--- config.mk ---
export PLATFORM = sky130hd
export DESIGN_NAME = csma_tx_queue_backoff_mac
export DESIGN_NICKNAME = d
export VERILOG_FILES = /design/src/design/csmamac_pkg.sv /design/src/design/csma_tx_queue_backoff_mac.sv /design/src/design/csmamac_txq.sv
export SDC_FILE = /design/constraint.sdc
export NUM_CORES = 1
export LEC_CHECK = 0
export CAP_MARGIN = 20
export CORE_ASPECT_RATIO = 0.9
export CORE_MARGIN = 1.5
export CORE_UTILIZATION = 64
export CTS_CLUSTER_SIZE = 25
export DETAILED_ROUTE_END_ITERATION = 10
export DONT_BUFFER_PORTS = 1
export PLACE_DENSITY_LB_ADDON = 0.08
export SYNTH_ARGS = -nofsm -noshare
export SYNTH_HDL_FRONTEND = slang
export SYNTH_SLANG_ARGS = --single-unit
--- constraint.sdc ---
create_clock -name clk -period 10.41 [get_ports clk]
set_clock_uncertainty 0.15 [all_clocks]
set_input_delay 1.5615 -clock clk [delete_from_list [all_inputs] [get_ports clk]]
set_output_delay 1.5615 -clock clk [all_outputs]
set_load 0.01 [all_outputs]
--- src/design/csmamac_pkg.sv ---
`timescale 1ns / 1ps

package csmamac_pkg;

  localparam int QUEUE_DEPTH_DEF = 8;

  localparam int ADDR_W = 48;
  localparam int TAG_W = 16;
  localparam int DRAW_W = 4;
  localparam int COUNT_W = 4;
  localparam int CFG_IDX_W = 1;

  localparam logic [DRAW_W-1:0] MAX_DRAW = DRAW_W'(10);
  localparam logic [ADDR_W-1:0] BCAST_ADDR = '1;

  typedef enum logic [1:0] {
    OP_UPPER,
    OP_TICK,
    OP_RADIO,
    OP_RX
  } op_e;

  typedef enum logic [1:0] {
    RADIO_IDLE,
    RADIO_RECEIVE,
    RADIO_TRANSMIT,
    RADIO_SLEEP
  } radio_e;

  typedef enum logic [2:0] {
    ACT_NONE,
    ACT_SENT,
    ACT_QUEUED,
    ACT_DROPPED,
    ACT_BACKOFF,
    ACT_UP,
    ACT_DISCARD
  } action_e;

  typedef enum logic [CFG_IDX_W-1:0] {
    CFG_STATION_ADDR,
    CFG_QUEUE_LIMIT
  } cfg_reg_e;

  typedef struct packed {
    logic [1:0]        op;
    logic [TAG_W-1:0]  packet_tag;
    logic [ADDR_W-1:0] dest_address;
    logic [1:0]        new_radio_state;
    logic [DRAW_W-1:0] backoff_draw;
  } in_item_t;

  typedef struct packed {
    logic [2:0]         action;
    logic [TAG_W-1:0]   out_tag;
    logic [ADDR_W-1:0]  out_dest;
    logic [COUNT_W-1:0] queued_count;
    logic               backoff_pending;
  } out_item_t;

  typedef struct packed {
    logic [TAG_W-1:0]  tag;
    logic [ADDR_W-1:0] dest;
  } packet_t;

  typedef struct packed {
    logic push;
    logic pop;
  } qctl_t;

endpackage

--- src/design/csma_tx_queue_backoff_mac.sv ---
// Channel | Direction | Handshake          | Payload
// in      | input     | in_valid/in_stall  | in_data (in_item_t)
// out     | output    | out_valid/out_stall| out_data (out_item_t)
// cfg     | input     | cfg_valid/cfg_ready| cfg_index, cfg_data
//
// One transaction per cycle while in_stall is low: an item is registered in the input
// register, is resolved against the state and is then registered in the result register
// or, when that register still holds an unaccepted result, in the skid entry.
// A two-entry result buffer (result register plus skid) lets input flow on
// while one result is stalled; in_stall rises only once both entries are full.
// Reset is synchronous and clears control state; the queue entries and the held
// packet carry no reset. Configuration is always ready.
`timescale 1ns / 1ps

module csma_tx_queue_backoff_mac #(
  parameter int QUEUE_DEPTH = csmamac_pkg::QUEUE_DEPTH_DEF
) (
  input  logic                                  clk,
  input  logic                                  rst,
  input  logic                                  in_valid,
  output logic                                  in_stall,
  input  csmamac_pkg::in_item_t                 in_data,
  output logic                                  out_valid,
  input  logic                                  out_stall,
  output csmamac_pkg::out_item_t                out_data,
  input  logic                                  cfg_valid,
  output logic                                  cfg_ready,
  input  logic [csmamac_pkg::CFG_IDX_W-1:0]     cfg_index,
  input  logic [csmamac_pkg::ADDR_W-1:0]        cfg_data
);
  import csmamac_pkg::*;

  localparam int CNT_W = $clog2(QUEUE_DEPTH + 1);

  logic [ADDR_W-1:0]  station_address;
  logic [COUNT_W-1:0] queue_limit;

  in_item_t item;
  logic     item_valid;
  logic     go;
  logic     accept;

  out_item_t skid_data;
  logic      skid_valid;
  logic      pop_out;

  logic              backoff_active;
  logic              backoff_active_next;
  logic [DRAW_W-1:0] backoff_left;
  logic [DRAW_W-1:0] backoff_left_next;
  radio_e            radio_now;
  radio_e            radio_now_next;
  logic              sent_tick;
  logic              sent_tick_next;
  packet_t           held_packet;
  packet_t           held_packet_next;

  qctl_t             qctl;
  packet_t           q_head;
  logic [CNT_W-1:0]  q_count;
  logic [CNT_W-1:0]  q_count_after;

  packet_t   item_pkt;
  packet_t   res_pkt;
  action_e   act;
  out_item_t res;

  assign cfg_ready = 1'b1;
  assign in_stall  = item_valid && skid_valid;
  assign accept    = in_valid && !in_stall;
  assign go        = item_valid && !skid_valid;
  assign pop_out   = out_valid && !out_stall;
  assign item_pkt  = '{tag: item.packet_tag, dest: item.dest_address};

  csmamac_txq #(
    .QUEUE_DEPTH(QUEUE_DEPTH)
  ) u_txq (
    .clk      (clk),
    .rst      (rst),
    .ctl      (qctl),
    .wr_pkt   (res_pkt),
    .head_pkt (q_head),
    .count    (q_count)
  );

  always_comb begin
    logic              offer_en;
    logic              busy;
    logic              can_push;
    logic [DRAW_W-1:0] draw_c;
    packet_t           offer_pkt;

    offer_en  = 1'b0;
    busy      = 1'b0;
    offer_pkt = item_pkt;
    draw_c    = (item.backoff_draw > MAX_DRAW) ? MAX_DRAW : item.backoff_draw;
    can_push  = (int'(q_count) < int'(queue_limit)) && (int'(q_count) < QUEUE_DEPTH);

    act                 = ACT_NONE;
    res_pkt             = '0;
    qctl                = '0;
    backoff_active_next = backoff_active;
    backoff_left_next   = backoff_left;
    radio_now_next      = radio_now;
    sent_tick_next      = sent_tick;
    held_packet_next    = held_packet;

    case (item.op)
      OP_UPPER: begin
        offer_en = 1'b1;
        busy     = backoff_active || (radio_now == RADIO_TRANSMIT) || sent_tick;
      end
      OP_TICK: begin
        sent_tick_next = 1'b0;
        if (backoff_active) begin
          if (backoff_left <= DRAW_W'(1)) begin
            backoff_active_next = 1'b0;
            backoff_left_next   = '0;
            offer_en            = 1'b1;
            offer_pkt           = held_packet;
            busy                = (radio_now == RADIO_TRANSMIT);
          end else begin
            backoff_left_next = backoff_left - DRAW_W'(1);
          end
        end
      end
      OP_RADIO: begin
        radio_now_next = radio_e'(item.new_radio_state);
        if ((radio_e'(item.new_radio_state) == RADIO_IDLE) && (q_count != '0) &&
            !backoff_active) begin
          qctl.pop            = 1'b1;
          held_packet_next    = q_head;
          backoff_left_next   = draw_c;
          backoff_active_next = 1'b1;
          res_pkt             = q_head;
          act                 = ACT_BACKOFF;
        end
      end
      default: begin
        res_pkt = item_pkt;
        act = ((item.dest_address == station_address) || (item.dest_address == BCAST_ADDR)) ?
              ACT_UP : ACT_DISCARD;
      end
    endcase

    if (offer_en) begin
      res_pkt = offer_pkt;
      if (busy) begin
        if (can_push) begin
          qctl.push = 1'b1;
          act       = ACT_QUEUED;
        end else begin
          act = ACT_DROPPED;
        end
      end else if (radio_now == RADIO_IDLE) begin
        sent_tick_next = 1'b1;
        act            = ACT_SENT;
      end else begin
        held_packet_next    = offer_pkt;
        backoff_left_next   = draw_c;
        backoff_active_next = 1'b1;
        act                 = ACT_BACKOFF;
      end
    end

    qctl.push = qctl.push && go;
    qctl.pop  = qctl.pop && go;

    q_count_after = q_count;
    if (qctl.push) begin
      q_count_after = q_count + CNT_W'(1);
    end else if (qctl.pop) begin
      q_count_after = q_count - CNT_W'(1);
    end

    res.action          = act;
    res.out_tag         = (act == ACT_NONE) ? '0 : res_pkt.tag;
    res.out_dest        = (act == ACT_NONE) ? '0 : res_pkt.dest;
    res.queued_count    = COUNT_W'(q_count_after);
    res.backoff_pending = backoff_active_next;
  end

  always_ff @(posedge clk) begin
    if (rst) begin
      station_address <= '0;
      queue_limit     <= '0;
    end else if (cfg_valid && cfg_ready) begin
      case (cfg_index)
        CFG_STATION_ADDR: station_address <= cfg_data;
        CFG_QUEUE_LIMIT:  queue_limit <= cfg_data[COUNT_W-1:0];
        default: ;
      endcase
    end
  end

  always_ff @(posedge clk) begin
    if (rst) begin
      item_valid     <= 1'b0;
      backoff_active <= 1'b0;
      backoff_left   <= '0;
      radio_now      <= RADIO_IDLE;
      sent_tick      <= 1'b0;
    end else begin
      if (accept) begin
        item_valid <= 1'b1;
      end else if (go) begin
        item_valid <= 1'b0;
      end
      if (go) begin
        backoff_active <= backoff_active_next;
        backoff_left   <= backoff_left_next;
        radio_now      <= radio_now_next;
        sent_tick      <= sent_tick_next;
      end
    end
  end

  always_ff @(posedge clk) begin
    if (accept) begin
      item <= in_data;
    end
    if (go) begin
      held_packet <= held_packet_next;
    end
  end

  // result register with skid entry behind it
  always_ff @(posedge clk) begin
    if (rst) begin
      out_valid  <= 1'b0;
      skid_valid <= 1'b0;
    end else if (pop_out) begin
      if (skid_valid) begin
        out_valid  <= 1'b1;
        skid_valid <= go;
      end else begin
        out_valid  <= go;
        skid_valid <= 1'b0;
      end
    end else if (go) begin
      if (!out_valid) begin
        out_valid <= 1'b1;
      end else begin
        skid_valid <= 1'b1;
      end
    end
  end

  always_ff @(posedge clk) begin
    if (pop_out) begin
      if (skid_valid) begin
        out_data <= skid_data;
        if (go) begin
          skid_data <= res;
        end
      end else if (go) begin
        out_data <= res;
      end
    end else if (go) begin
      if (!out_valid) begin
        out_data <= res;
      end else begin
        skid_data <= res;
      end
    end
  end

  a_skid_behind_head: assert property (@(posedge clk) disable iff (rst)
    skid_valid |-> out_valid)
    else $error("skid entry full with result register empty");

  a_backoff_ends_on_tick: assert property (@(posedge clk) disable iff (rst)
    $fell(backoff_active) |-> ($past(rst) || ($past(go) && ($past(item.op) == OP_TICK))))
    else $error("backoff cleared outside a tick");

  a_sent_flag_source: assert property (@(posedge clk) disable iff (rst)
    $rose(sent_tick) |-> ($past(go) && ($past(radio_now) == RADIO_IDLE)))
    else $error("sent flag set without a send on an idle radio");

endmodule

--- src/design/csmamac_txq.sv ---
`timescale 1ns / 1ps

module csmamac_txq #(
  parameter int QUEUE_DEPTH = csmamac_pkg::QUEUE_DEPTH_DEF
) (
  input  logic                               clk,
  input  logic                               rst,
  input  csmamac_pkg::qctl_t                 ctl,
  input  csmamac_pkg::packet_t               wr_pkt,
  output csmamac_pkg::packet_t               head_pkt,
  output logic [$clog2(QUEUE_DEPTH+1)-1:0]   count
);
  import csmamac_pkg::*;

  localparam int IDX_W = (QUEUE_DEPTH > 1) ? $clog2(QUEUE_DEPTH) : 1;
  localparam int CNT_W = $clog2(QUEUE_DEPTH + 1);
  localparam int SUM_W = CNT_W + 1;

  packet_t mem [QUEUE_DEPTH];

  logic [IDX_W-1:0] head;
  logic [IDX_W-1:0] head_next;
  logic [IDX_W-1:0] wr_addr;
  logic [SUM_W-1:0] slot_sum;

  always_comb begin
    slot_sum = SUM_W'(head) + SUM_W'(count);
    if (slot_sum >= SUM_W'(QUEUE_DEPTH)) begin
      slot_sum = slot_sum - SUM_W'(QUEUE_DEPTH);
    end
    wr_addr = IDX_W'(slot_sum);
    head_next = head;
    if (ctl.pop) begin
      head_next = (head == IDX_W'(QUEUE_DEPTH - 1)) ? '0 : head + IDX_W'(1);
    end
  end

  always_ff @(posedge clk) begin
    if (rst) begin
      head  <= '0;
      count <= '0;
    end else begin
      head <= head_next;
      if (ctl.push && !ctl.pop) begin
        count <= count + CNT_W'(1);
      end else if (ctl.pop && !ctl.push) begin
        count <= count - CNT_W'(1);
      end
    end
  end

  // keep the head entry registered; bypass a write into the next head slot
  always_ff @(posedge clk) begin
    if (ctl.push) begin
      mem[wr_addr] <= wr_pkt;
    end
    if (ctl.push && (wr_addr == head_next)) begin
      head_pkt <= wr_pkt;
    end else begin
      head_pkt <= mem[head_next];
    end
  end

  a_push_room: assert property (@(posedge clk) disable iff (rst)
    ctl.push |-> (int'(count) < QUEUE_DEPTH))
    else $error("push into full transmit queue");

  a_pop_nonempty: assert property (@(posedge clk) disable iff (rst)
    ctl.pop |-> (count != '0))
    else $error("pop from empty transmit queue");

  a_push_pop_excl: assert property (@(posedge clk) disable iff (rst)
    !(ctl.push && ctl.pop))
    else $error("push and pop in one transaction");

endmodule

Word-level counts from Yosys, hierarchy flattened

Memories as Yosys holds them, arrays and structs flattened. A register that Yosys moved wholly into a read port is not among the register bits.
Index checks and enable logic that the tools add are counted.

Flip-flop bits (word level): 350
RAM bits: 512
Input bits: 126
Output and inout bits: 75
Memories: 1

Add/subtract/negate cells: 6
Order comparisons: 5
Equality and inequality tests: 9
Mux-type cells: 77
Bitwise gates (word level): 1
Reduce and logical (&&, ||, !) cells: 37

Memories:

| memory    | depth | bits a word | rd ports | clocked after memory_dff | wr ports | RTL line          | text |
|---|---|---|---|---|---|---|---|
| u_txq.mem | 8     | 64          | 1        | 1                        | 1        | csmamac_txq.sv:19 | `packet_t mem [QUEUE_DEPTH];` |

Operator list:

| operator               | count |
|---|---|
| $mux W72               | 9 |
| $mux W64               | 10 |
| $pmux W64 S2           | 1 |
| $eq A48 B48 Y1         | 1 |
| $eq A48 B48 Y1 const B | 1 |
| $mux W48               | 1 |
| $mux W4                | 11 |
| $mux W1                | 31 |
| $mux W3                | 7 |
| $mux W16               | 1 |
| $logic_and A1 B1 Y1    | 11 |
| $reduce_bool A2 Y1     | 5 |
| $pmux W4 S2            | 1 |
| $reduce_and A2 Y1      | 4 |
| $sub A4 B1 Y4 const B  | 2 |
| $logic_not A1 Y1       | 6 |
| $logic_not A2 Y1       | 3 |
| $pmux W1 S2            | 3 |
| $pmux W3 S2            | 1 |
| $add A3 B4 Y5          | 1 |
| $ge A5 B4 Y1 const B   | 1 |
| $add A4 B1 Y4 const B  | 1 |
| $eq A2 B2 Y1 const B   | 2 |
| $gt A4 B4 Y1 const B   | 1 |
| 17 further kinds       | 20 |

Longest topological paths before layout

Depth after elaboration: 11
Mapped depth: 13
Depth with buffers taken out: 13

Hierarchy

From an unflattened synthesis, not the netlist that was laid out.

Cell total of the unflattened synthesis: 2169
Area total of the unflattened synthesis: 35939.5 um2

By module, submodules not included:

| module                    | times used | cells an instance | area an instance (um2) | seq. area each (um2) |
|---|---|---|---|---|
| csmamac_txq               | 1          | 802               | 19777.7                | 15574.9 |
| csma_tx_queue_backoff_mac | 1          | 1367              | 16161.8                | 9669.3 |

Worst setup path after synthesis

No wires, ideal clock.

Path type: register to register
Start: register queue_limit[2]
End: memory u_txq.mem[0][0] (netlist bit) (enable)
Library setup time: 644 ps
Arrival: 7600 ps
Setup slack: 2017 ps
Cell stages (with the launch flop): 8
Buffers on the path: 0
Cells stage by stage: dfxtp_1 -> inv_1 -> ha_1 -> or2_2 -> a211oi_1 -> or2_2 -> nand2_1 -> nor4_1

Word-level cells in the longest chain between the ends: 8

RTL lines:

| what                          | RTL line                         | text |
|---|---|---|
| from (decl)                   | csma_tx_queue_backoff_mac.sv:36  | `logic [COUNT_W-1:0] queue_limit;` |
| from (signal assigned)        | csma_tx_queue_backoff_mac.sv:190 | `CFG_QUEUE_LIMIT: queue_limit <= cfg_data[COUNT_W-1:0];` |
| $lt A4 B4 Y1                  | csma_tx_queue_backoff_mac.sv:97  | `can_push = (int'(q_count) < int'(queue_limit)) && (int'(q_count) < QUEUE_DEPTH);` |
| $logic_and A1 B1 Y1           | csma_tx_queue_backoff_mac.sv:97  |  |
| $mux W1                       | csma_tx_queue_backoff_mac.sv:149 | `if (can_push) begin` |
| $mux W1                       | csma_tx_queue_backoff_mac.sv:148 | `if (busy) begin` |
| $mux W1                       | csma_tx_queue_backoff_mac.sv:146 | `if (offer_en) begin` |
| $logic_and A1 B1 Y1           | csma_tx_queue_backoff_mac.sv:166 | `qctl.push = qctl.push && go;` |
| $mux W1                       | csmamac_txq.sv:54                | `if (ctl.push) begin` |
| $mux W1 (implied by the code) | csmamac_txq.sv:55                | `mem[wr_addr] <= wr_pkt;` |
| to (decl)                     | csmamac_txq.sv:19                |  |

No other way between the ends.

Worst setup path in the final report

Start: register u_txq.count[2]
End: memory u_txq.mem[7][49] (netlist bit) (enable)

Word-level cells in the longest chain between the ends: 8
Elaborated cells on any way between the ends: 13

RTL lines:

| what                          | RTL line                         | text |
|---|---|---|
| from (decl)                   | csmamac_txq.sv:11                | `output logic [$clog2(QUEUE_DEPTH+1)-1:0] count` |
| from (signal assigned)        | csmamac_txq.sv:45                | `count <= count + CNT_W'(1);` |
| from (signal assigned)        | csmamac_txq.sv:47                | `count <= count - CNT_W'(1);` |
| $lt A4 B4 Y1                  | csma_tx_queue_backoff_mac.sv:97  |  |
| $logic_and A1 B1 Y1           | csma_tx_queue_backoff_mac.sv:97  |  |
| $mux W1                       | csma_tx_queue_backoff_mac.sv:149 |  |
| $mux W1                       | csma_tx_queue_backoff_mac.sv:148 |  |
| $mux W1                       | csma_tx_queue_backoff_mac.sv:146 |  |
| $logic_and A1 B1 Y1           | csma_tx_queue_backoff_mac.sv:166 |  |
| $mux W1                       | csmamac_txq.sv:54                |  |
| $mux W1 (implied by the code) | csmamac_txq.sv:55                |  |

Parallel ways exist; a longest one is shown, timed or not.

==> impl_metrics.ini <==
[power]
leakage_uw = 0.0132
ir_worst_vdd_uv = 122
powerDensity_nw_per_um2 = 181

[synth]
ys_seq_area_share_pct = 69.3
postSynthAreaPerCell_sq_um = 17.0
ys_types = 62
synth_ff_type = edfxtp_1
synth_edf_count = 792
synthCells = 2136
synthesis.nets = 2278
ys_seq_elements = 865
synth-async-reset-ratio_pct = 0
syn_area_sq_um = 36400
yosys_warnings = 0

[sta]
rsz0062_at_grt = false
slew_violations = 0
final.setup.worst_slack_ns = 6.03
tns_ns = 0
fin_crit_ns = 4.38
hold_viol_final = 0
setup_viol = 0
relSlewSlack_pct = 20.0
finalCritPeriodShare_pct = 42.1
max_freq_ghz = 0.228
max_slew.worst_pin.slew_ns = 1.20

[route]
vias = 19700
ant_nets = 0
drcViolationCount = 0
wl_um = 88100
first_pass_iters = 7
drtIter0Drc = 2250
wl_per_cell_um = 29.7
via_per_inst = 6.65

[global_routing]
grt_first_pass_wirelength_um = 130000
grt_max_degree = 107
overflow = 0
first_global_vias = 20000
grt_util_all_layers_pct = 31.0
antenna_found_initial = 9

[clock_tree]
clock-sinks = 865
cts-root-buf = clkbuf_16
clkLatencyLatePin_ns = 0.63
cts_tree = built
numCtsBuffers = 85
cts.repair.resized = 0
htreeDepth = 3
clockBufferDepth = 3
ctsHoldBuffers = 0
clkTransAtPathRegs_ns = 0.06
post-cts-setup-buffers = 0

[worst_setup_path]
crit_type = reg2reg
setup.worst_path.end = u_txq.mem[7][49]
cp-end-kind = flip-flop
r2r.worst_path.cells = 9
crit_arrival_ns = 4.47
cp_slowest_cell = nor2_4
cp_max_fo = 40
reg2reg_slack_ns = 6.03
path_cells = ha_1 -> or2_2 -> a211oi_1 -> or2_2 -> nand2_1 -> inv_2 -> nand2_1 -> nor2_4 -> buf_4
max_stage_delay_ns = 0.89
critPathLaunch = u_txq.count[2]
r2r_end = u_txq.mem[7][49]
critical_path_required_ns = 10.50
reg2reg_from = u_txq.count[2]
cp-start-kind = flip-flop

[floorplanning]
start_util_pct = 65.1
die_h_um = 229
rows = 82
coreArea_sq_um = 55900
die_area_sq_um = 58300
die_w_um = 254
ios = 201

[layout]
final_nets = 2283
multi_input_area_sq_um = 10600
drive_above_1_share_pct = 25.9
area_growth_pct = 9.49
ff_latch_area_sq_um = 25300
n_fill_cell = 3465

[hold_path]
min_from = queue_limit[1]
hp-class = reg2reg

[job]
maxCapViolations = 0

[place]
port_buffers = 0
preCtsSetupSlack_ns = 6.06
place_congestion = 0.880
dp_hpwl_um = 49600

[outcome]
status = completed
## layout make-up
type	count	area share, %
clock inverters	41	0.879
diodes	4	0.0251
flip-flops and latches	865	63.3
clock buffers	108	5.76
repair buffers	36	0.803
multi-input cells	1138	26.7
inverters	15	0.141
well taps	756	2.37
## synthesized netlist by cell type, drive strengths merged (2+ instances only)
master | instances | area share [%]
nor2b | 7 | 0.12
nand2 | 119 | 1.2
nor4 | 19 | 0.33
or2 | 3 | 0.052
mux2i | 3 | 0.082
a31oi | 3 | 0.052
mux4 | 128 | 7.9
ha | 15 | 0.52
edfxtp | 792 | 65
nand4 | 15 | 0.26
and3 | 2 | 0.034
or4 | 2 | 0.041
buf | 59 | 1.1
or3b | 2 | 0.055
nor2 | 350 | 4.0
mux2 | 132 | 4.7
clkbuf | 59 | 0.61
nand2b | 4 | 0.069
xnor2 | 7 | 0.17
and2 | 2 | 0.034
inv | 15 | 0.15
a32oi | 2 | 0.048
xor2 | 51 | 1.2
nand3 | 9 | 0.12
a211oi | 6 | 0.12
or3 | 2 | 0.034
a21oi | 71 | 0.98
nor3 | 11 | 0.15
o22ai | 64 | 1.1
a31o | 2 | 0.048
and3b | 3 | 0.072
a22oi | 2 | 0.041
nand3b | 2 | 0.041
dfxtp | 73 | 4.0
o31ai | 2 | 0.041
a221oi | 64 | 4.5
o2111ai | 2 | 0.048
nor3b | 3 | 0.062
o21ai | 16 | 0.22
## cell usage in the layout, fill, tap and decap left out, types with 6 or more instances in the layout
cell / n
edfxtp_1: 792
nor2_1: 287
mux4_2: 128
nand2_1: 116
clkbuf_16: 87
mux2_2: 72
a21oi_1: 70
dfxtp_1: 70
o22ai_1: 64
a221oi_4: 60
nor2_2: 60
mux2_4: 60
xor2_1: 51
buf_4: 32
nor4_1: 17
clkbuf_1: 17
clkinv_2: 17
nand4_1: 15
ha_1: 15
inv_1: 14
o21ai_0: 14
clkinv_1: 14
nand3_1: 8
nor3_1: 7
xnor2_1: 7
a211oi_1: 6
bufinv_16: 6
## how the worst min path moves through the flow
stage / to / slack [ns] / cells past startpoint
2_1_floorplan: queue_limit[1] / 0.29 / 2
3_3_place_gp: queue_limit[1] / 0.29 / 2
3_5_place_dp: queue_limit[3] / 0.29 / 2
4_1_cts: queue_limit[3] / 0.30 / 2
5_1_grt: queue_limit[3] / 0.32 / 2
6_report: queue_limit[1] / 0.31 / 2
## report_power, final
group          total, uW  switching (uW)  internal, uW
clock network       2970            1260          1700
logic                312             199           113
registers           3950            69.4          3890
## worst max-delay path: cells and delay by family (launching register included)
family | cells | cell delay (ns)
buf+inv | 2 | 0.90
simple gates | 5 | 1.77
compound gates | 1 | 0.28
flops | 1 | 0.54
fa+ha+maj | 1 | 0.30
## layer usage
metal	vias up	GRT usage, %	wire [um]
met5	-	0	64
met4	10	10.5	2700
met2	1029	47.8	42000
met3	181	6.84	7960
li1	8340	-	-
met1	10100	44.2	35400
## cell families (layout without fill, tap and decap cells)
group,Yosys count,count (layout),share of synthesized area (%)
compound gates,243,243,7.40
xor+xnor,58,58,1.40
fa+ha+maj,16,16,0.570
buf+inv,133,200,1.82
flops,865,865,69.3
mux,263,263,12.7
other cells,1,5,0.0103
simple gates,557,557,6.77
## registers in the layout (all words and copies together) (netlist names), named ones only
name	flops
skid_data	72
backoff_left	4
out_data	72
out_valid	1
u_txq.head	3
sent_tick	1
item_valid	1
radio_now	2
queue_limit	4
station_address	48
u_txq.count	4
held_packet	64
u_txq.mem	512
skid_valid	1
backoff_active	1
item	72
## per-stage QoR
| stage | hold slack, ns | cell area, sq um | total power [uW] | std cells | utilization, % |
|---|---|---|---|---|---|
| global placement | 0.293 | 37200 | 4320 | 2809 | 66.5 |
| global route | 0.317 | 39900 | 7430 | 2962 | 71.3 |
| detailed placement | 0.293 | 37200 | 4330 | 2809 | 66.5 |
| floorplan | 0.286 | 36400 | 4230 | 2136 | - |
| CTS | 0.301 | 39800 | 7260 | 2958 | 71.2 |
| finish | 0.306 | 39900 | 7230 | 2963 | 71.3 |
Note: power is estimated with default switching activity, not from simulation.
